## src/sv/lfps_pkg.sv

```systemverilog
// Shared types, constants and the microcode ROM of the line-follow PID steering core.
// No dependencies; compiled first.
package lfps_pkg;

  localparam int SENSOR_W = 10;
  localparam int DUTY_W   = 7;
  localparam int GAIN_W   = 4;
  localparam int CODE_W   = 2;
  localparam int STEP_W   = 4;
  localparam int ADDR_W   = 5;
  localparam int DATA_W   = 32;

  localparam logic [11:0] FULL_SCALE = 12'd1000;

  // special_action codes
  localparam logic [CODE_W-1:0] ACT_NORMAL = 2'd0;
  localparam logic [CODE_W-1:0] ACT_STOP   = 2'd1;
  localparam logic [CODE_W-1:0] ACT_PIVOT  = 2'd2;

  // register indexes
  localparam logic [2:0] REG_GAIN_P    = 3'd0;
  localparam logic [2:0] REG_GAIN_I    = 3'd1;
  localparam logic [2:0] REG_GAIN_D    = 3'd2;
  localparam logic [2:0] REG_BASE      = 3'd3;
  localparam logic [2:0] REG_FLOOR     = 3'd4;
  localparam logic [2:0] REG_CEILING   = 3'd5;
  localparam logic [2:0] REG_INT_LIMIT = 3'd6;

  // datapath operations
  localparam logic [2:0] OP_NOP  = 3'd0;
  localparam logic [2:0] OP_LOAD = 3'd1;
  localparam logic [2:0] OP_DIV  = 3'd2;
  localparam logic [2:0] OP_ERR  = 3'd3;
  localparam logic [2:0] OP_ERRZ = 3'd4;
  localparam logic [2:0] OP_INT  = 3'd5;
  localparam logic [2:0] OP_MUL  = 3'd6;
  localparam logic [2:0] OP_DUTY = 3'd7;

  // sequencer conditions
  localparam logic [2:0] C_NEXT    = 3'd0;
  localparam logic [2:0] C_JUMP    = 3'd1;
  localparam logic [2:0] C_SUMZ    = 3'd2;
  localparam logic [2:0] C_WAITIN  = 3'd3;
  localparam logic [2:0] C_WAITOUT = 3'd4;

  // multiplier operand select
  localparam logic [1:0] MS_P = 2'd0;
  localparam logic [1:0] MS_I = 2'd1;
  localparam logic [1:0] MS_D = 2'd2;

  typedef struct packed {
    logic [2:0]        op;
    logic [1:0]        sh;    // divisor shift for OP_DIV
    logic [1:0]        msel;  // multiplier operand for OP_MUL
    logic              clr;   // start a fresh accumulation
    logic [2:0]        cond;
    logic [STEP_W-1:0] tgt;
  } ucw_t;

  function automatic ucw_t ucode(input logic [STEP_W-1:0] s);
    ucw_t w;
    w = '{op: OP_NOP, sh: 2'd0, msel: MS_P, clr: 1'b0, cond: C_JUMP, tgt: 4'd0};
    case (s)
      4'd0:  w = '{op: OP_LOAD, sh: 2'd0, msel: MS_P, clr: 1'b0, cond: C_WAITIN,  tgt: 4'd0};
      4'd1:  w = '{op: OP_DIV,  sh: 2'd2, msel: MS_P, clr: 1'b0, cond: C_SUMZ,    tgt: 4'd5};
      4'd2:  w = '{op: OP_DIV,  sh: 2'd1, msel: MS_P, clr: 1'b0, cond: C_NEXT,    tgt: 4'd0};
      4'd3:  w = '{op: OP_DIV,  sh: 2'd0, msel: MS_P, clr: 1'b0, cond: C_NEXT,    tgt: 4'd0};
      4'd4:  w = '{op: OP_ERR,  sh: 2'd0, msel: MS_P, clr: 1'b0, cond: C_JUMP,    tgt: 4'd6};
      4'd5:  w = '{op: OP_ERRZ, sh: 2'd0, msel: MS_P, clr: 1'b0, cond: C_NEXT,    tgt: 4'd0};
      4'd6:  w = '{op: OP_INT,  sh: 2'd0, msel: MS_P, clr: 1'b0, cond: C_NEXT,    tgt: 4'd0};
      4'd7:  w = '{op: OP_MUL,  sh: 2'd0, msel: MS_P, clr: 1'b1, cond: C_NEXT,    tgt: 4'd0};
      4'd8:  w = '{op: OP_MUL,  sh: 2'd0, msel: MS_I, clr: 1'b0, cond: C_NEXT,    tgt: 4'd0};
      4'd9:  w = '{op: OP_MUL,  sh: 2'd0, msel: MS_D, clr: 1'b0, cond: C_NEXT,    tgt: 4'd0};
      4'd10: w = '{op: OP_DUTY, sh: 2'd0, msel: MS_P, clr: 1'b0, cond: C_WAITOUT, tgt: 4'd0};
      default: ;
    endcase
    return w;
  endfunction

endpackage

```

## src/sv/lfps_in_if.sv

```systemverilog
// Input channel: four sensor readings with valid/ready.
// Depends on lfps_pkg.
interface lfps_in_if import lfps_pkg::*; ();
  logic                valid;
  logic                ready;
  logic [SENSOR_W-1:0] sensor_outer_left;
  logic [SENSOR_W-1:0] sensor_inner_left;
  logic [SENSOR_W-1:0] sensor_inner_right;
  logic [SENSOR_W-1:0] sensor_outer_right;

  modport source (output valid, sensor_outer_left, sensor_inner_left,
                  sensor_inner_right, sensor_outer_right, input ready);
  modport sink   (input valid, sensor_outer_left, sensor_inner_left,
                  sensor_inner_right, sensor_outer_right, output ready);
endinterface

```

## src/sv/lfps_out_if.sv

```systemverilog
// Result channel: motor duties and special action code with valid/ready.
// Depends on lfps_pkg.
interface lfps_out_if import lfps_pkg::*; ();
  logic              valid;
  logic              ready;
  logic [DUTY_W-1:0] left_duty;
  logic [DUTY_W-1:0] right_duty;
  logic [CODE_W-1:0] special_action;

  modport source (output valid, left_duty, right_duty, special_action, input ready);
  modport sink   (input valid, left_duty, right_duty, special_action, output ready);
endinterface

```

## src/sv/line_follow_pid_steering_core.sv

```systemverilog
// Line-follow PID steering core: microcoded sequencer over a small shared datapath.
// Depends on lfps_pkg, lfps_in_if, lfps_out_if.
//
//  channel   direction  handshake          payload
//  in_ch     sink       valid/ready        four 10-bit sensor readings
//  out_ch    source     valid/ready        left_duty, right_duty, special_action
//  cfg (APB) slave      psel/penable       7 registers at 4*i, pready tied high
//
// An item is taken in the idle/load step and then passes through three restoring-divide
// steps (only the first when all readings are zero), error scaling, integral update and
// three passes through the one 5x8 multiplier, then the duty step, before the next ready.
// The micro-step counter sequences these steps. Reset is synchronous, active low, and
// clears the registers to their defaults and the PID state to zero; no clearing pass.
// A stalled result holds in the output register; the duty step waits only if it is still full.
module line_follow_pid_steering_core import lfps_pkg::*; (
  input  logic              clk,
  input  logic              rst_n,
  lfps_in_if.sink           in_ch,
  lfps_out_if.source        out_ch,
  input  logic              psel,
  input  logic              penable,
  input  logic              pwrite,
  input  logic [ADDR_W-1:0] paddr,
  input  logic [DATA_W-1:0] pwdata,
  output logic [DATA_W-1:0] prdata,
  output logic              pready
);

  // configuration
  logic [GAIN_W-1:0] gain_p_r, gain_i_r, gain_d_r;
  logic [DUTY_W-1:0] base_r, floor_r, ceil_r, lim_r;
  logic              cfg_wr;
  logic [2:0]        cfg_idx;

  assign pready  = 1'b1;
  assign cfg_idx = paddr[4:2];
  assign cfg_wr  = psel && penable && pwrite && pready;

  always_ff @(posedge clk) begin
    if (!rst_n) begin
      gain_p_r <= 4'd5;
      gain_i_r <= 4'd0;
      gain_d_r <= 4'd2;
      base_r   <= 7'd40;
      floor_r  <= 7'd30;
      ceil_r   <= 7'd50;
      lim_r    <= 7'd30;
    end else if (cfg_wr) begin
      case (cfg_idx)
        REG_GAIN_P:    gain_p_r <= pwdata[GAIN_W-1:0];
        REG_GAIN_I:    gain_i_r <= pwdata[GAIN_W-1:0];
        REG_GAIN_D:    gain_d_r <= pwdata[GAIN_W-1:0];
        REG_BASE:      base_r   <= pwdata[DUTY_W-1:0];
        REG_FLOOR:     floor_r  <= pwdata[DUTY_W-1:0];
        REG_CEILING:   ceil_r   <= pwdata[DUTY_W-1:0];
        REG_INT_LIMIT: lim_r    <= pwdata[DUTY_W-1:0];
        default: ;
      endcase
    end
  end

  always_comb begin
    prdata = '0;
    case (cfg_idx)
      REG_GAIN_P:    prdata = {{(DATA_W-GAIN_W){1'b0}}, gain_p_r};
      REG_GAIN_I:    prdata = {{(DATA_W-GAIN_W){1'b0}}, gain_i_r};
      REG_GAIN_D:    prdata = {{(DATA_W-GAIN_W){1'b0}}, gain_d_r};
      REG_BASE:      prdata = {{(DATA_W-DUTY_W){1'b0}}, base_r};
      REG_FLOOR:     prdata = {{(DATA_W-DUTY_W){1'b0}}, floor_r};
      REG_CEILING:   prdata = {{(DATA_W-DUTY_W){1'b0}}, ceil_r};
      REG_INT_LIMIT: prdata = {{(DATA_W-DUTY_W){1'b0}}, lim_r};
      default:       prdata = '0;
    endcase
  end

  // sequencer
  logic [STEP_W-1:0] step_r, step_nxt;
  ucw_t              uc;
  logic              in_acc, out_free, sum_zero, exec;

  logic [11:0]        sum_r;
  logic [12:0]        rem_r;
  logic               neg_r;
  logic [2:0]         q_r;
  logic [CODE_W-1:0]  code_r;
  logic signed [6:0]  err_r;
  logic signed [6:0]  last_r;
  logic signed [7:0]  integ_r;
  logic signed [7:0]  diff_r;
  logic signed [13:0] acc_r;

  logic              out_valid_r;
  logic [DUTY_W-1:0] left_r, right_r;
  logic [CODE_W-1:0] act_r;

  assign uc       = ucode(step_r);
  assign in_ch.ready = (step_r == 4'd0);
  assign in_acc   = in_ch.valid && in_ch.ready;
  assign out_free = !out_valid_r || out_ch.ready;
  assign sum_zero = (sum_r == 12'd0);

  always_comb begin
    exec = 1'b1;
    if (uc.cond == C_WAITIN)  exec = in_acc;
    if (uc.cond == C_WAITOUT) exec = out_free;
  end

  always_comb begin
    case (uc.cond)
      C_NEXT:    step_nxt = step_r + 4'd1;
      C_JUMP:    step_nxt = uc.tgt;
      C_SUMZ:    step_nxt = sum_zero ? uc.tgt : step_r + 4'd1;
      C_WAITIN:  step_nxt = in_acc ? step_r + 4'd1 : step_r;
      C_WAITOUT: step_nxt = out_free ? uc.tgt : step_r;
      default:   step_nxt = '0;
    endcase
  end

  always_ff @(posedge clk) begin
    if (!rst_n) step_r <= '0;
    else        step_r <= step_nxt;
  end

  // datapath combinational pieces
  logic [11:0]        ld_sum;
  logic signed [13:0] ld_w;
  logic [12:0]        ld_abs;
  logic               ld_stop, ld_pivot;
  logic [13:0]        dv_cand;
  logic               dv_ge;
  logic [5:0]         err_mag;
  logic signed [8:0]  int_sum, int_lim;
  logic signed [7:0]  int_nxt;
  logic signed [7:0]  mul_b;
  logic [GAIN_W-1:0]  mul_g;
  logic signed [12:0] prod;
  logic signed [14:0] left_v, right_v, base_s, floor_s, ceil_s;
  logic [DUTY_W-1:0]  left_c, right_c;

  always_comb begin
    ld_sum = {2'b00, in_ch.sensor_outer_left} + {2'b00, in_ch.sensor_inner_left}
           + {2'b00, in_ch.sensor_inner_right} + {2'b00, in_ch.sensor_outer_right};
    ld_w = $signed({2'b00, in_ch.sensor_outer_right, 2'b00})
         + $signed({4'b0000, in_ch.sensor_inner_right})
         - $signed({2'b00, in_ch.sensor_outer_left, 2'b00})
         - $signed({4'b0000, in_ch.sensor_inner_left});
    ld_abs   = ld_w[13] ? 13'(-ld_w) : ld_w[12:0];
    ld_stop  = (ld_sum == 12'd0);
    ld_pivot = ({2'b00, in_ch.sensor_outer_left} == FULL_SCALE)
            && ({2'b00, in_ch.sensor_inner_left} == FULL_SCALE)
            && ({2'b00, in_ch.sensor_inner_right} == FULL_SCALE);
  end

  assign dv_cand = {2'b00, sum_r} << uc.sh;
  assign dv_ge   = ({1'b0, rem_r} >= dv_cand);
  // q * 10 = q*8 + q*2
  assign err_mag = {q_r, 3'b000} + {2'b00, q_r, 1'b0};

  always_comb begin
    int_sum = 9'(integ_r) + 9'(err_r);
    int_lim = $signed({2'b00, lim_r});
    if (int_sum > int_lim)       int_nxt = 8'(int_lim);
    else if (int_sum < -int_lim) int_nxt = 8'(-int_lim);
    else                         int_nxt = int_sum[7:0];
  end

  always_comb begin
    case (uc.msel)
      MS_P:    begin mul_g = gain_p_r; mul_b = 8'(err_r); end
      MS_I:    begin mul_g = gain_i_r; mul_b = integ_r;   end
      MS_D:    begin mul_g = gain_d_r; mul_b = diff_r;    end
      default: begin mul_g = '0;       mul_b = '0;        end
    endcase
  end
  assign prod = $signed({1'b0, mul_g}) * mul_b;

  always_comb begin
    base_s  = $signed({8'd0, base_r});
    floor_s = $signed({8'd0, floor_r});
    ceil_s  = $signed({8'd0, ceil_r});
    left_v  = base_s - 15'(acc_r);
    right_v = base_s + 15'(acc_r);
    // ceiling tested first; if floor > ceiling, above ceiling gives ceiling, else floor
    if (left_v > ceil_s)       left_c = ceil_r;
    else if (left_v < floor_s) left_c = floor_r;
    else                       left_c = left_v[DUTY_W-1:0];
    if (right_v > ceil_s)       right_c = ceil_r;
    else if (right_v < floor_s) right_c = floor_r;
    else                        right_c = right_v[DUTY_W-1:0];
  end

  // working registers: payload, no reset
  always_ff @(posedge clk) begin
    if (exec) begin
      case (uc.op)
        OP_LOAD: begin
          sum_r  <= ld_sum;
          rem_r  <= ld_abs;
          neg_r  <= ld_w[13];
          q_r    <= '0;
          code_r <= ld_stop ? ACT_STOP : (ld_pivot ? ACT_PIVOT : ACT_NORMAL);
        end
        OP_DIV: begin
          if (dv_ge) rem_r <= 13'({1'b0, rem_r} - dv_cand);
          q_r[uc.sh] <= dv_ge;
        end
        OP_ERR:  err_r <= neg_r ? -$signed({1'b0, err_mag}) : $signed({1'b0, err_mag});
        OP_ERRZ: err_r <= '0;
        OP_INT:  diff_r <= 8'(err_r) - 8'(last_r);
        OP_MUL:  acc_r <= (uc.clr ? 14'sd0 : acc_r) + 14'(prod);
        default: ;
      endcase
    end
  end

  // PID state
  always_ff @(posedge clk) begin
    if (!rst_n) begin
      last_r  <= '0;
      integ_r <= '0;
    end else if (exec && uc.op == OP_INT) begin
      last_r  <= err_r;
      integ_r <= int_nxt;
    end
  end

  // output register
  always_ff @(posedge clk) begin
    if (!rst_n) begin
      out_valid_r <= 1'b0;
    end else if (exec && uc.op == OP_DUTY) begin
      out_valid_r <= 1'b1;
    end else if (out_ch.ready) begin
      out_valid_r <= 1'b0;
    end
  end

  always_ff @(posedge clk) begin
    if (exec && uc.op == OP_DUTY) begin
      left_r  <= left_c;
      right_r <= right_c;
      act_r   <= code_r;
    end
  end

  assign out_ch.valid          = out_valid_r;
  assign out_ch.left_duty      = left_r;
  assign out_ch.right_duty     = right_r;
  assign out_ch.special_action = act_r;

endmodule

```

## src/flat_wrapper.sv

```systemverilog
// flat-port wrapper written by rule: the top's interface ports become plain ports
module line_follow_pid_steering_core_flat import lfps_pkg::*;
  (clk, rst_n, psel, penable, pwrite, paddr, pwdata, prdata, pready, in_ch_valid, in_ch_sensor_outer_left, in_ch_sensor_inner_left, in_ch_sensor_inner_right, in_ch_sensor_outer_right, in_ch_ready, out_ch_valid, out_ch_left_duty, out_ch_right_duty, out_ch_special_action, out_ch_ready);
  lfps_in_if in_ch_i ();
  lfps_out_if out_ch_i ();
  input  logic clk;
  input  logic rst_n;
  input  logic psel;
  input  logic penable;
  input  logic pwrite;
  input  logic [ADDR_W-1:0] paddr;
  input  logic [DATA_W-1:0] pwdata;
  output logic [DATA_W-1:0] prdata;
  output logic pready;
  input wire logic [$bits(in_ch_i.valid)-1:0] in_ch_valid;
  input wire logic [$bits(in_ch_i.sensor_outer_left)-1:0] in_ch_sensor_outer_left;
  input wire logic [$bits(in_ch_i.sensor_inner_left)-1:0] in_ch_sensor_inner_left;
  input wire logic [$bits(in_ch_i.sensor_inner_right)-1:0] in_ch_sensor_inner_right;
  input wire logic [$bits(in_ch_i.sensor_outer_right)-1:0] in_ch_sensor_outer_right;
  output wire logic [$bits(in_ch_i.ready)-1:0] in_ch_ready;
  output wire logic [$bits(out_ch_i.valid)-1:0] out_ch_valid;
  output wire logic [$bits(out_ch_i.left_duty)-1:0] out_ch_left_duty;
  output wire logic [$bits(out_ch_i.right_duty)-1:0] out_ch_right_duty;
  output wire logic [$bits(out_ch_i.special_action)-1:0] out_ch_special_action;
  input wire logic [$bits(out_ch_i.ready)-1:0] out_ch_ready;
  assign in_ch_i.valid = in_ch_valid;
  assign in_ch_i.sensor_outer_left = in_ch_sensor_outer_left;
  assign in_ch_i.sensor_inner_left = in_ch_sensor_inner_left;
  assign in_ch_i.sensor_inner_right = in_ch_sensor_inner_right;
  assign in_ch_i.sensor_outer_right = in_ch_sensor_outer_right;
  assign in_ch_ready = in_ch_i.ready;
  assign out_ch_valid = out_ch_i.valid;
  assign out_ch_left_duty = out_ch_i.left_duty;
  assign out_ch_right_duty = out_ch_i.right_duty;
  assign out_ch_special_action = out_ch_i.special_action;
  assign out_ch_i.ready = out_ch_ready;
  line_follow_pid_steering_core u_core (.clk(clk), .rst_n(rst_n), .in_ch(in_ch_i), .out_ch(out_ch_i), .psel(psel), .penable(penable), .pwrite(pwrite), .paddr(paddr), .pwdata(pwdata), .prdata(prdata), .pready(pready));
endmodule
```

## config.mk

```make
export PLATFORM = sky130hd
export DESIGN_NAME = line_follow_pid_steering_core_flat
export DESIGN_NICKNAME = d
export VERILOG_FILES = /design/src/sv/lfps_pkg.sv /design/src/sv/lfps_in_if.sv /design/src/sv/lfps_out_if.sv /design/src/sv/line_follow_pid_steering_core.sv /design/src/flat_wrapper.sv
export SDC_FILE = /design/constraint.sdc
export NUM_CORES = 1
export LEC_CHECK = 0
export ABC_CLOCK_PERIOD_IN_PS = 9700
export BUFFER_PORTS_ARGS = -buffer_cell sky130_fd_sc_hd__buf_2
export CAP_MARGIN = 0
export CORE_ASPECT_RATIO = 1.4
export CORE_MARGIN = 3
export CORE_UTILIZATION = 40
export DETAILED_ROUTE_END_ITERATION = 6
export MAX_ROUTING_LAYER = met4
export SLEW_MARGIN = 0
export SYNTH_ARGS = -nofsm -noshare
export SYNTH_HDL_FRONTEND = slang
export SYNTH_SLANG_ARGS = --single-unit
```

## constraint.sdc

```tcl
create_clock -name clk -period 9.7 [get_ports clk]
set_input_delay 0.485 -clock clk [delete_from_list [all_inputs] [get_ports clk]]
set_output_delay 0.485 -clock clk [all_outputs]
set_load 0.05 [all_outputs]
```

# Word level (Yosys, flattened, before mapping)
# Index checks and enable logic that the tools add are counted.
# word_totals
latchBits	0
word_cells	147
memories	0
mem_bits_rw	0
ff_bits	136
output_inout_bits	51
rom_bits	0
input_bits	84
# classes
mul	1
n_bitwise	0
n_eq_ne	35
addsub	17
n_div	0
reduce_logical	33
n_shift	1
n_lt_le_gt_ge	9
n_mux	29
# ops
op	count
$pmux 15 s11	1
$pmux 7 s7	1
$mux 7	5
$eq 10x10->1 const B	3
$gt 15x8->1	2
$lt 15x8->1	2
$mux 13	2
$pmux 13 s2	1
$reduce_and 2->1	13
$add 12x10->12	2
$eq 3x3->1 const B	8
$logic_not 12->1	2
$pmux 8 s3	1
$pmux 4 s5	1
$eq 3x2->1 const B	6
$eq 4x3->1 const B	4
$mux 8	2
$add 8x14->15	1
$sub 8x14->15	1
$add 14x13->14	1
$ge 13x14->1	1
$mux 14	1
$pmux 7 s2	1
$shl 12x2->14	1
39 further kinds	62

# Longest topological paths before layout
# Gate-level depths: netlist of run 1.
# depth
ltp_word	8
depth_mapped	23
mapped_depth_nobuf	22

# Least setup slack after synthesis of run 1
# OpenSTA, ideal clock, no wires.
# synth_path
kind	flip-flop to flip-flop
startpoint	register u_core.step_r[1]
endpoint	register u_core.acc_r[12] (data pin)
setup_ns	0.258
path_stages_with_launch	23
t_required_ns	9.442
arrival_ns	4.894
path_buffers	2
synth_period_minus_slack_ns	5.151
setup_slack_ns	4.549
path_cell_list	dfxtp_1 inv_1 ha_1 clkbuf_1 o21ai_0 clkbuf_1 a21oi_1 or2_2 fa_1 inv_1 ha_1 inv_1 fa_1 inv_1 fa_1 a21o_1 a21oi_1 o21bai_1 a21oi_1 o21ai_0 a21o_1 a21oi_1 xnor2_1
# synth_between
elab_chain_cells	6
elab_cells_between_ends	20
classes_between	add/sub: 1; mul: 1; eq/ne: 12; mux: 4; reduce/logical: 2
# synth_rtl
element	line	text
from (decl)	line_follow_pid_steering_core.sv:77	logic [STEP_W-1:0] step_r, step_nxt;
from (signal assigned)	line_follow_pid_steering_core.sv:121	else step_r <= step_nxt;
$eq 4x4->1, or another cell as far along	lfps_pkg.sv:63	case (s)
$pmux 15 s11 (*)	lfps_pkg.sv:63	
$eq 2x2->1, or another cell as far along	line_follow_pid_steering_core.sv:168	case (uc.msel)
$pmux 4 s3 or $pmux 8 s3 (tied branches)	line_follow_pid_steering_core.sv:168	
$mul 5x8->13	line_follow_pid_steering_core.sv:175	assign prod = $signed({1'b0, mul_g}) * mul_b;
$add 14x13->14 (*)	line_follow_pid_steering_core.sv:210	OP_MUL: acc_r <= (uc.clr ? 14'sd0 : acc_r) + 14'(prod);
to (signal assigned)	line_follow_pid_steering_core.sv:210	
to (decl)	line_follow_pid_steering_core.sv:90	logic signed [13:0] acc_r;
# Mark *: on every way between the ends. The rest lies on a longest branch, timed or not.
# A chain may end at the register's enable or synchronous reset.

# Worst setup path in the final report of run 1
# layout_path
startpoint	register u_core.step_r[0]
endpoint	register u_core.acc_r[12] (data pin)
# Same word-level chain as after synthesis.

==> results of run 1 <==
final cells by class:
class | count | area, µm²
fillers | 3373 | 18940
clock inverters | 12 | 138.9
multi-input cells | 1208 | 9419
well taps | 451 | 564.3
clock buffers | 20 | 467.9
inverters | 199 | 747.0
repair buffers | 87 | 450.4
flip-flops and latches | 133 | 3403
cells in the final DEF, fill, tap and decap left out, types with 59 or more instances in the layout:
| cell | instances |
|---|---|
| sky130_fd_sc_hd__dfxtp_1 | 59 |
| sky130_fd_sc_hd__xnor2_1 | 62 |
| sky130_fd_sc_hd__inv_1 | 199 |
| sky130_fd_sc_hd__buf_2 | 81 |
| sky130_fd_sc_hd__nor2_1 | 115 |
| sky130_fd_sc_hd__ha_1 | 161 |
| sky130_fd_sc_hd__edfxtp_1 | 74 |
| sky130_fd_sc_hd__a21oi_1 | 97 |
| sky130_fd_sc_hd__o21ai_0 | 60 |
| sky130_fd_sc_hd__nand2_1 | 113 |
state kept, by name, indices dropped and copies added, names as in the netlist, 6 cells and up:
register	flops
u_core.sum_r	12
u_core.base_r	7
u_core.rem_r	13
u_core.diff_r	7
u_core.last_r	6
u_core.out_ch.left_duty	7
u_core.acc_r	14
u_core.floor_r	7
u_core.ceil_r	7
u_core.out_ch.right_duty	7
u_core.integ_r	8
u_core.err_r	6
u_core.lim_r	7
cells by family after synthesis:
family,Yosys count
AOI/OAI and AO/OA,325
xor gates and xnor gates,88
adders and majority gates,217
buffers and inverters,275
DFF,133
muxes,78
other,2
and+or+nand+nor,474
layer usage:
metal | wire (µm) | part of all wire
met1 | 12980 | 0.39
met2 | 17520 | 0.52
met5 | 0 | 0
met3 | 851 | 0.025
met4 | 2111 | 0.063
worst paths after layout:
path	start	end	slack [ns]	cells after the start
worst min register to register	u_core.code_r[0]	u_core.out_ch.special_action[0]	0.46	0
worst max register to register	u_core.step_r[0]	u_core.acc_r[12]	3.39	18
worst min-delay path	pwdata[5]	u_core.base_r[5]	0.36	3
worst max-delay path	u_core.step_r[0]	u_core.acc_r[12]	3.39	18
stage by stage:
step / util / cells
global placement: 0.4273 / 2078
global route: 0.4451 / 2110
CTS: 0.4451 / 2110
floorplan: - / 1616
finish: 0.4451 / 2110
detailed placement: 0.4273 / 2078
worst max-delay path, stage by stage, from the launching register on:
cell	delay, ns
sky130_fd_sc_hd__dfxtp_1	0.38
sky130_fd_sc_hd__inv_1	0.10
sky130_fd_sc_hd__ha_1	0.36
sky130_fd_sc_hd__o21ai_0	0.93
sky130_fd_sc_hd__a21oi_1	0.48
sky130_fd_sc_hd__or2_2	0.42
sky130_fd_sc_hd__fa_1	0.57
sky130_fd_sc_hd__fa_1	0.45
sky130_fd_sc_hd__fa_1	0.55
sky130_fd_sc_hd__inv_1	0.05
sky130_fd_sc_hd__ha_1	0.32
sky130_fd_sc_hd__a21o_1	0.19
sky130_fd_sc_hd__a21oi_1	0.22
sky130_fd_sc_hd__o21bai_1	0.09
sky130_fd_sc_hd__a21oi_1	0.25
sky130_fd_sc_hd__o21ai_0	0.21
sky130_fd_sc_hd__a21o_1	0.22
sky130_fd_sc_hd__a21oi_1	0.17
sky130_fd_sc_hd__xnor2_1	0.08
power groups by stage:
| stage | combinational, mW | clock [mW] | sequential (mW) |
|---|---|---|---|
| floorplan | 2.09 | 0 | 0.888 |
| finish | 2.58 | 0.665 | 0.909 |
| global placement | 2.53 | 0 | 0.918 |
| detailed placement | 2.59 | 0 | 0.920 |
| global route | 2.96 | 0.703 | 0.920 |
| CTS | 2.61 | 0.679 | 0.908 |
==> load_flow_metrics.sql, run 1 <==
INSERT INTO impl_metrics (metric_group, metric, value, unit) VALUES
('floorplan', 'die_width', '163.4', 'µm'),
('routing', 'first_iter_violations', '507', ''),
('layout', 'antenna_cells', '0', ''),
('yosys', 'synthMuxAreaShare', '0.06337', ''),
('timing', 'final.setup.tns', '0', 'ns'),
('yosys', 'synth_area', '13880', 'µm²'),
('yosys', 'synth.top_cell.area_share', '0.1601', ''),
('layout', 'stdcell_area', '15190', 'µm²'),
('place', 'placed_cell_area', '14580', 'µm²'),
('timing', 'hold_viol', '0', ''),
('yosys', 'postSynth.topFlopCell', 'sky130_fd_sc_hd__edfxtp_1', ''),
('place', 'io_buffer_count', '81', ''),
('power_and_ir_drop', 'comb_power_share', '0.621', ''),
('yosys', 'netlist_top_cells_area', 'sky130_fd_sc_hd__edfxtp_1, sky130_fd_sc_hd__ha_1, sky130_fd_sc_hd__dfxtp_1', ''),
('grt', 'grt_util_all_layers', '0.1929', ''),
('clocking', 'cts-buffers-inserted', '17', ''),
('yosys', 'ys_ff_latch', '133', ''),
('setup_path', 'criticalPathCategory', 'reg2reg', ''),
('timing', 'skew', '0.007812', 'ns'),
('routing', 'routedWlPerCell', '15.86', 'µm'),
('grt', 'grt_util_met1', '0.1956', ''),
('grt', 'initial_antenna_violation_count', '0', ''),
('setup_path', 'critPathMaxFanout', '15', ''),
('status', 'status', 'finished, final reports clean', ''),
('place', 'dp.final_hpwl', '27660', 'µm'),
('power_and_ir_drop', 'p_leak', '6.759', 'nW'),
('yosys', 'synthDominantAreaCellType', 'sky130_fd_sc_hd__edfxtp_1', ''),
('yosys', 'postSynthAreaPerCell', '8.719', 'µm²'),
('grt', 'grt-ovfl-total', '0', ''),
('routing', 'routed_wl', '33470', 'µm'),
('floorplan', 'dieHeight', '226.4', 'µm'),
('grt', 'first_pass_grt_wire_length', '55480', 'µm'),
('floorplan', 'design.die.area', '37010', 'µm²'),
('yosys', 'synth_adder_area_share', '0.2259', ''),
('yosys', 'number_of_enable_type_register_cells_in_the_synthesized_netlist', '74', ''),
('floorplan', 'placementRows', '80', ''),
('clocking', 'clk_pin_slew', '0.06', 'ns'),
('yosys', 'synthSimpleGateAreaFrac', '0.1693', ''),
('timing', 'setup-violations-final', '0', ''),
('layout', 'num-nets-final', '1947', ''),
('timing', 'fin_worst_hold_slack', '0.3581', 'ns'),
('floorplan', 'effective_utilization_at_floorplan', '0.4067', ''),
('setup_path', 'endpoint_kind', 'register', ''),
('timing', 'timing.final.crit_share', '0.6508', ''),
('yosys', 'synth_commonest_cells', 'sky130_fd_sc_hd__inv_1, sky130_fd_sc_hd__ha_1, sky130_fd_sc_hd__nor2_1, sky130_fd_sc_hd__nand2_1, sky130_fd_sc_hd__a21oi_1', ''),
('routing', 'firstDrtPassIters', '5', ''),
('grt', 'first_global_vias', '11510', ''),
('power_and_ir_drop', 'sw_frac_of_total', '0.4349', ''),
('clocking', 'clockRootBuffer', 'sky130_fd_sc_hd__clkbuf_16', ''),
('yosys', 'yosys.area_share.xor_xnor', '0.05760', ''),
('clocking', 'tritoncts', 'yes', ''),
('yosys', 'synthesized_area_fraction_occupied_by_ao_oa_aoi_and_oai_cells', '0.1552', ''),
('grt', 'grt_use_met3', '0.02412', ''),
('timing', 'max-slew-margin-rel', '0.1855', ''),
('clocking', 'cts.repair.resized', '0', ''),
('setup_path', 'worstPathRequired', '9.89', 'ns'),
('timing', 'rsz_0062_raised_after_global_routing', 'no', ''),
('routing', 'final_antenna_net_count', '0', ''),
('yosys', 'synth_cell_types', '85', ''),
('floorplan', 'design.portCount', '135', ''),
('grt', 'busiest_layer', 'met2', ''),
('place', 'placement.setup.worst_slack', '3.449', 'ns'),
('yosys', 'synth.most_common_cell', 'sky130_fd_sc_hd__inv_1', ''),
('power_and_ir_drop', 'totalPowerFinal', '4.159', 'mW'),
('power_and_ir_drop', 'power_share_of_the_clock_group', '0.160', ''),
('place', 'finalWeightedCongestion', '0.9643', ''),
('timing', 'clock.fmax', '158.4', 'MHz'),
('grt', 'grt_use_met2', '0.3520', ''),
('timing', 'final_ws_setup', '3.387', 'ns'),
('floorplan', 'core_area', '34130', 'µm²'),
('layout', 'area_growth_syn_to_layout', '9.437', '%');
No activity file was read; power rests on OpenSTA's default activity.
==> inputs of run 2 (changes only) <==
- ABC_AREA: not set -> 1
- ABC_CLOCK_PERIOD_IN_PS: 9700 -> 6160
- clock period: 9.7 -> 6.16 ns (I/O delays scaled with it)
==> run 2 against run 1 <==
Effect of this change:
- largest power group unchanged
- die area up 6.0%
- clock-buffer cell count rose by 7
- register-to-register slack worse by 2.6 ns
- clock skew is 0.0088 ns higher
- highest routed layer unchanged
- global-route usage rose by 1.5 points
- final cell count is 24% higher
- critical path type unchanged
==> load_flow_metrics.sql, run 2 <==
INSERT INTO impl_metrics (metric_group, metric, value, unit) VALUES
('clocking', 'ctsHtreeMaxLevel', '4', ''),
('timing', 'skew', '0.01660', 'ns'),
('clocking', 'clockRootBuffer', 'sky130_fd_sc_hd__clkbuf_16', ''),
('layout', 'largest_register_ff_count', '14', ''),
('grt', 'grt-ovfl-total', '0', ''),
('layout', 'count_of_filler_cells_inserted_in_the_layout', '3770', ''),
('yosys', 'synth.top_cell.area_share', '0.1507', ''),
('timing', 'hold_viol', '0', ''),
('grt', 'grt_util_all_layers', '0.2082', ''),
('layout', 'most_frequent_cells_in_the_layout', 'sky130_fd_sc_hd__nand2_1, sky130_fd_sc_hd__inv_1, sky130_fd_sc_hd__ha_1', ''),
('floorplan', 'placementRows', '82', ''),
('layout', 'antenna_cells', '0', ''),
('place', 'place_inst', '2577', ''),
('setup_path', 'endpoint_kind', 'register', ''),
('setup_path', 'cp_data_arrival_time', '5.54', 'ns'),
('grt', 'initial_antenna_violation_count', '0', ''),
('layout', 'max_flop_register', 'u_core.acc_r', ''),
('timing', 'timing.final.crit_share', '0.8688', ''),
('timing', 'clock.fmax', '186.9', 'MHz'),
('routing', 'final_antenna_net_count', '0', ''),
('place', 'dp.final_hpwl', '33260', 'µm'),
('clocking', 'cts.repair.resized', '0', ''),
('yosys', 'ys_ff_latch', '133', ''),
('routing', 'first_iter_violations', '770', ''),
('layout', 'layout_cells_sized_above_1', '0.09735', ''),
('routing', 'routed_wl', '39710', 'µm'),
('floorplan', 'die_width', '168.3', 'µm'),
('clocking', 'postCtsSetupBuffers', '0', ''),
('yosys', 'yosys_warnings', '0', ''),
('power_and_ir_drop', 'sw_frac_of_total', '0.4778', ''),
('power_and_ir_drop', 'totalPowerFinal', '6.361', 'mW'),
('power_and_ir_drop', 'power_share_of_the_clock_group', '0.159', ''),
('power_and_ir_drop', 'vdd_ir_drop_max', '0.0003506', 'V'),
('clocking', 'tritoncts', 'yes', ''),
('yosys', 'netlist_top_cells_area', 'sky130_fd_sc_hd__edfxtp_1, sky130_fd_sc_hd__ha_1, sky130_fd_sc_hd__nand2_1', ''),
('timing', 'max_slew.worst_pin.slew', '1.125', 'ns'),
('clocking', 'cts-buffers-inserted', '17', ''),
('grt', 'first_pass_grt_wire_length', '63940', 'µm'),
('floorplan', 'effective_utilization_at_floorplan', '0.4082', ''),
('setup_path', 'timing.critical_path.from_type', 'register', ''),
('floorplan', 'design.portCount', '135', ''),
('layout', 'final_core_utilization', '0.4462', ''),
('layout', 'layout.cells.non_filler', '2609', ''),
('timing', 'rsz_0062_raised_after_global_routing', 'no', ''),
('yosys', 'synth-seq-area-share', '0.2308', ''),
('floorplan', 'dieHeight', '233.2', 'µm'),
('power_and_ir_drop', 'total_internal_power', '3.322', 'mW'),
('setup_path', 'setup.reg_to_reg.worst_slack', '0.81', 'ns'),
('setup_path', 'criticalPathCategory', 'reg2reg', ''),
('yosys', 'synth.most_common_cell', 'sky130_fd_sc_hd__nand2_1', ''),
('yosys', 'synth_area', '14740', 'µm²'),
('routing', 'routedWlPerCell', '15.22', 'µm'),
('clocking', 'clk_pin_slew', '0.06', 'ns'),
('routing', 'num_vias', '13330', ''),
('timing', 'max-slew-margin-rel', '0.2489', ''),
('power_and_ir_drop', 'net-switching-power', '3.039', 'mW'),
('yosys', 'number_of_enable_type_register_cells_in_the_synthesized_netlist', '74', ''),
('timing', 'final-max-slew-violation-count', '0', ''),
('yosys', 'postSynthAreaPerCell', '7.178', 'µm²'),
('power_and_ir_drop', 'pwr-share-seq', '0.219', ''),
('layout', 'final_common_cell', 'sky130_fd_sc_hd__nand2_1', ''),
('yosys', 'synth_commonest_cells', 'sky130_fd_sc_hd__nand2_1, sky130_fd_sc_hd__inv_1, sky130_fd_sc_hd__ha_1, sky130_fd_sc_hd__nand3_1, sky130_fd_sc_hd__a21oi_1', ''),
('layout', 'register_area', '3403', 'µm²'),
('timing', 'timing.final.crit_period', '5.352', 'ns'),
('power_and_ir_drop', 'comb_power_share', '0.622', ''),
('clocking', 'clock_latency', '0.45', 'ns'),
('routing', 'firstDrtPassIters', '7', ''),
('place', 'io_buffer_count', '81', ''),
('power_and_ir_drop', 'p_leak', '8.271', 'nW'),
('layout', 'num-nets-final', '2435', ''),
('worst_hold_path', 'min_path_type', 'in2reg', ''),
('timing', 'final.setup.tns', '0', 'ns'),
('clocking', 'cts.hold.buffers_added', '0', ''),
('yosys', 'syn-instance-count', '2054', ''),
('run', 'maxCapViolCount', '0', ''),
('floorplan', 'core_area', '36110', 'µm²'),
('grt', 'grt_start_max_net_pins', '37', ''),
('layout', 'multiInputGateArea', '9552', 'µm²'),
('setup_path', 'worstPathRequired', '6.35', 'ns'),
('clocking', 'cts.path.max_buffers', '2', ''),
('setup_path', 'critPathMaxFanout', '9', ''),
('yosys', 'synth_cell_types', '62', ''),
('status', 'status', 'finished, final reports clean', ''),
('layout', 'largest_registers', 'u_core.acc_r (14), u_core.rem_r (13), u_core.sum_r (12)', ''),
('grt', 'first_global_vias', '13070', ''),
('floorplan', 'design.die.area', '39230', 'µm²'),
('layout', 'area_growth_syn_to_layout', '9.310', '%'),
('routing', 'route.detailed.vias_per_inst', '5.110', ''),
('yosys', 'synthDominantAreaCellType', 'sky130_fd_sc_hd__edfxtp_1', ''),
('clocking', 'tritoncts_num_sinks', '133', ''),
('yosys', 'postSynth.topFlopCell', 'sky130_fd_sc_hd__edfxtp_1', ''),
('timing', 'setup-violations-final', '0', ''),
('yosys', 'synth_async_sr_flop_share', '0', ''),
('power_and_ir_drop', 'powerDensity', '394.7', 'nW/µm²'),
('place', 'finalWeightedCongestion', '0.9457', ''),
('routing', 'drt_drc_violations_left', '0', '');
## run 2: worst paths after layout
check | depth (start not counted) | from | to
worst max-delay path | 24 | u_core.step_r[0] | u_core.acc_r[13]
worst min-delay path | 3 | pwdata[4] | u_core.floor_r[4]
worst max register to register | 24 | u_core.step_r[0] | u_core.acc_r[13]
worst min register to register | 0 | u_core.code_r[0] | u_core.out_ch.special_action[0]
## run 2: logic make-up after synthesis
family,count (synthesis),share of synthesized area
and+or+nand+nor,840,0.2592
other,2,0.0005094
buffers and inverters,463,0.1279
adders and majority gates,217,0.2127
DFF,133,0.2308
AOI/OAI and AO/OA,322,0.1230
muxes,2,0.001358
xor gates and xnor gates,75,0.04456
## run 2: layout make-up
cell class / count / share of cell area
Clock inverter: 5 / 0.001941
Inverter: 415 / 0.09682
Clock buffer: 27 / 0.03447
Tap cell: 462 / 0.03587
Multi-Input combinational cell: 1482 / 0.5927
Timing Repair Buffer: 85 / 0.02702
Sequential cell: 133 / 0.2112
## run 2: critical path, stage by stage (launching register included)
cell and delay (ns):
sky130_fd_sc_hd__dfxtp_1 0.33, sky130_fd_sc_hd__inv_1 0.12, sky130_fd_sc_hd__ha_1 0.24, sky130_fd_sc_hd__nand2_1 0.11, sky130_fd_sc_hd__nor2_1 0.29, sky130_fd_sc_hd__inv_2 0.16, sky130_fd_sc_hd__o221ai_2 0.38, sky130_fd_sc_hd__nand2_1 0.23
sky130_fd_sc_hd__inv_1 0.24, sky130_fd_sc_hd__fa_1 0.44, sky130_fd_sc_hd__fa_1 0.49, sky130_fd_sc_hd__inv_1 0.06, sky130_fd_sc_hd__fa_1 0.52, sky130_fd_sc_hd__inv_1 0.04, sky130_fd_sc_hd__ha_1 0.34, sky130_fd_sc_hd__a21oi_1 0.16
sky130_fd_sc_hd__o21ai_0 0.09, sky130_fd_sc_hd__a21oi_1 0.19, sky130_fd_sc_hd__o21ai_0 0.16, sky130_fd_sc_hd__nand2_1 0.09, sky130_fd_sc_hd__nand2_1 0.04, sky130_fd_sc_hd__a21oi_1 0.17, sky130_fd_sc_hd__inv_1 0.06, sky130_fd_sc_hd__nand3_1 0.06
sky130_fd_sc_hd__nand2_1 0.05
## run 2: per-layer routing
layer / part of all wire / up-vias / routed length, µm / global-route usage
met3: 0.033 / 100 / 1297 / 0.02404
li1: - / 6766 / - / -
met1: 0.38 / 6136 / 15030 / 0.2104
met2: 0.55 / 331 / 21770 / 0.4006
met5: 0 / - / 0 / -
met4: 0.041 / 0 / 1619 / 0.09082
## run 2: power groups by stage
stage | clock, mW | combinational [mW] | sequential, mW
after floorplan | 0 | 3.10 | 1.36
after global placement | 0 | 3.91 | 1.41
after detailed placement | 0 | 3.97 | 1.41
after CTS | 1.03 | 4.00 | 1.40
after global routing | 1.07 | 4.60 | 1.40
final | 1.01 | 3.96 | 1.39
## run 2: stage by stage
step                hold slack [ns]  worst slack, ns  cell area (µm²)
floorplan                    0.4003            1.444            14830
global placement             0.4171           0.8569            15530
detailed placement           0.4115           0.8048            15530
CTS                          0.1586           0.7722            16120
global route                 0.1784           0.3367            16120
finish                       0.1727           0.8084            16120
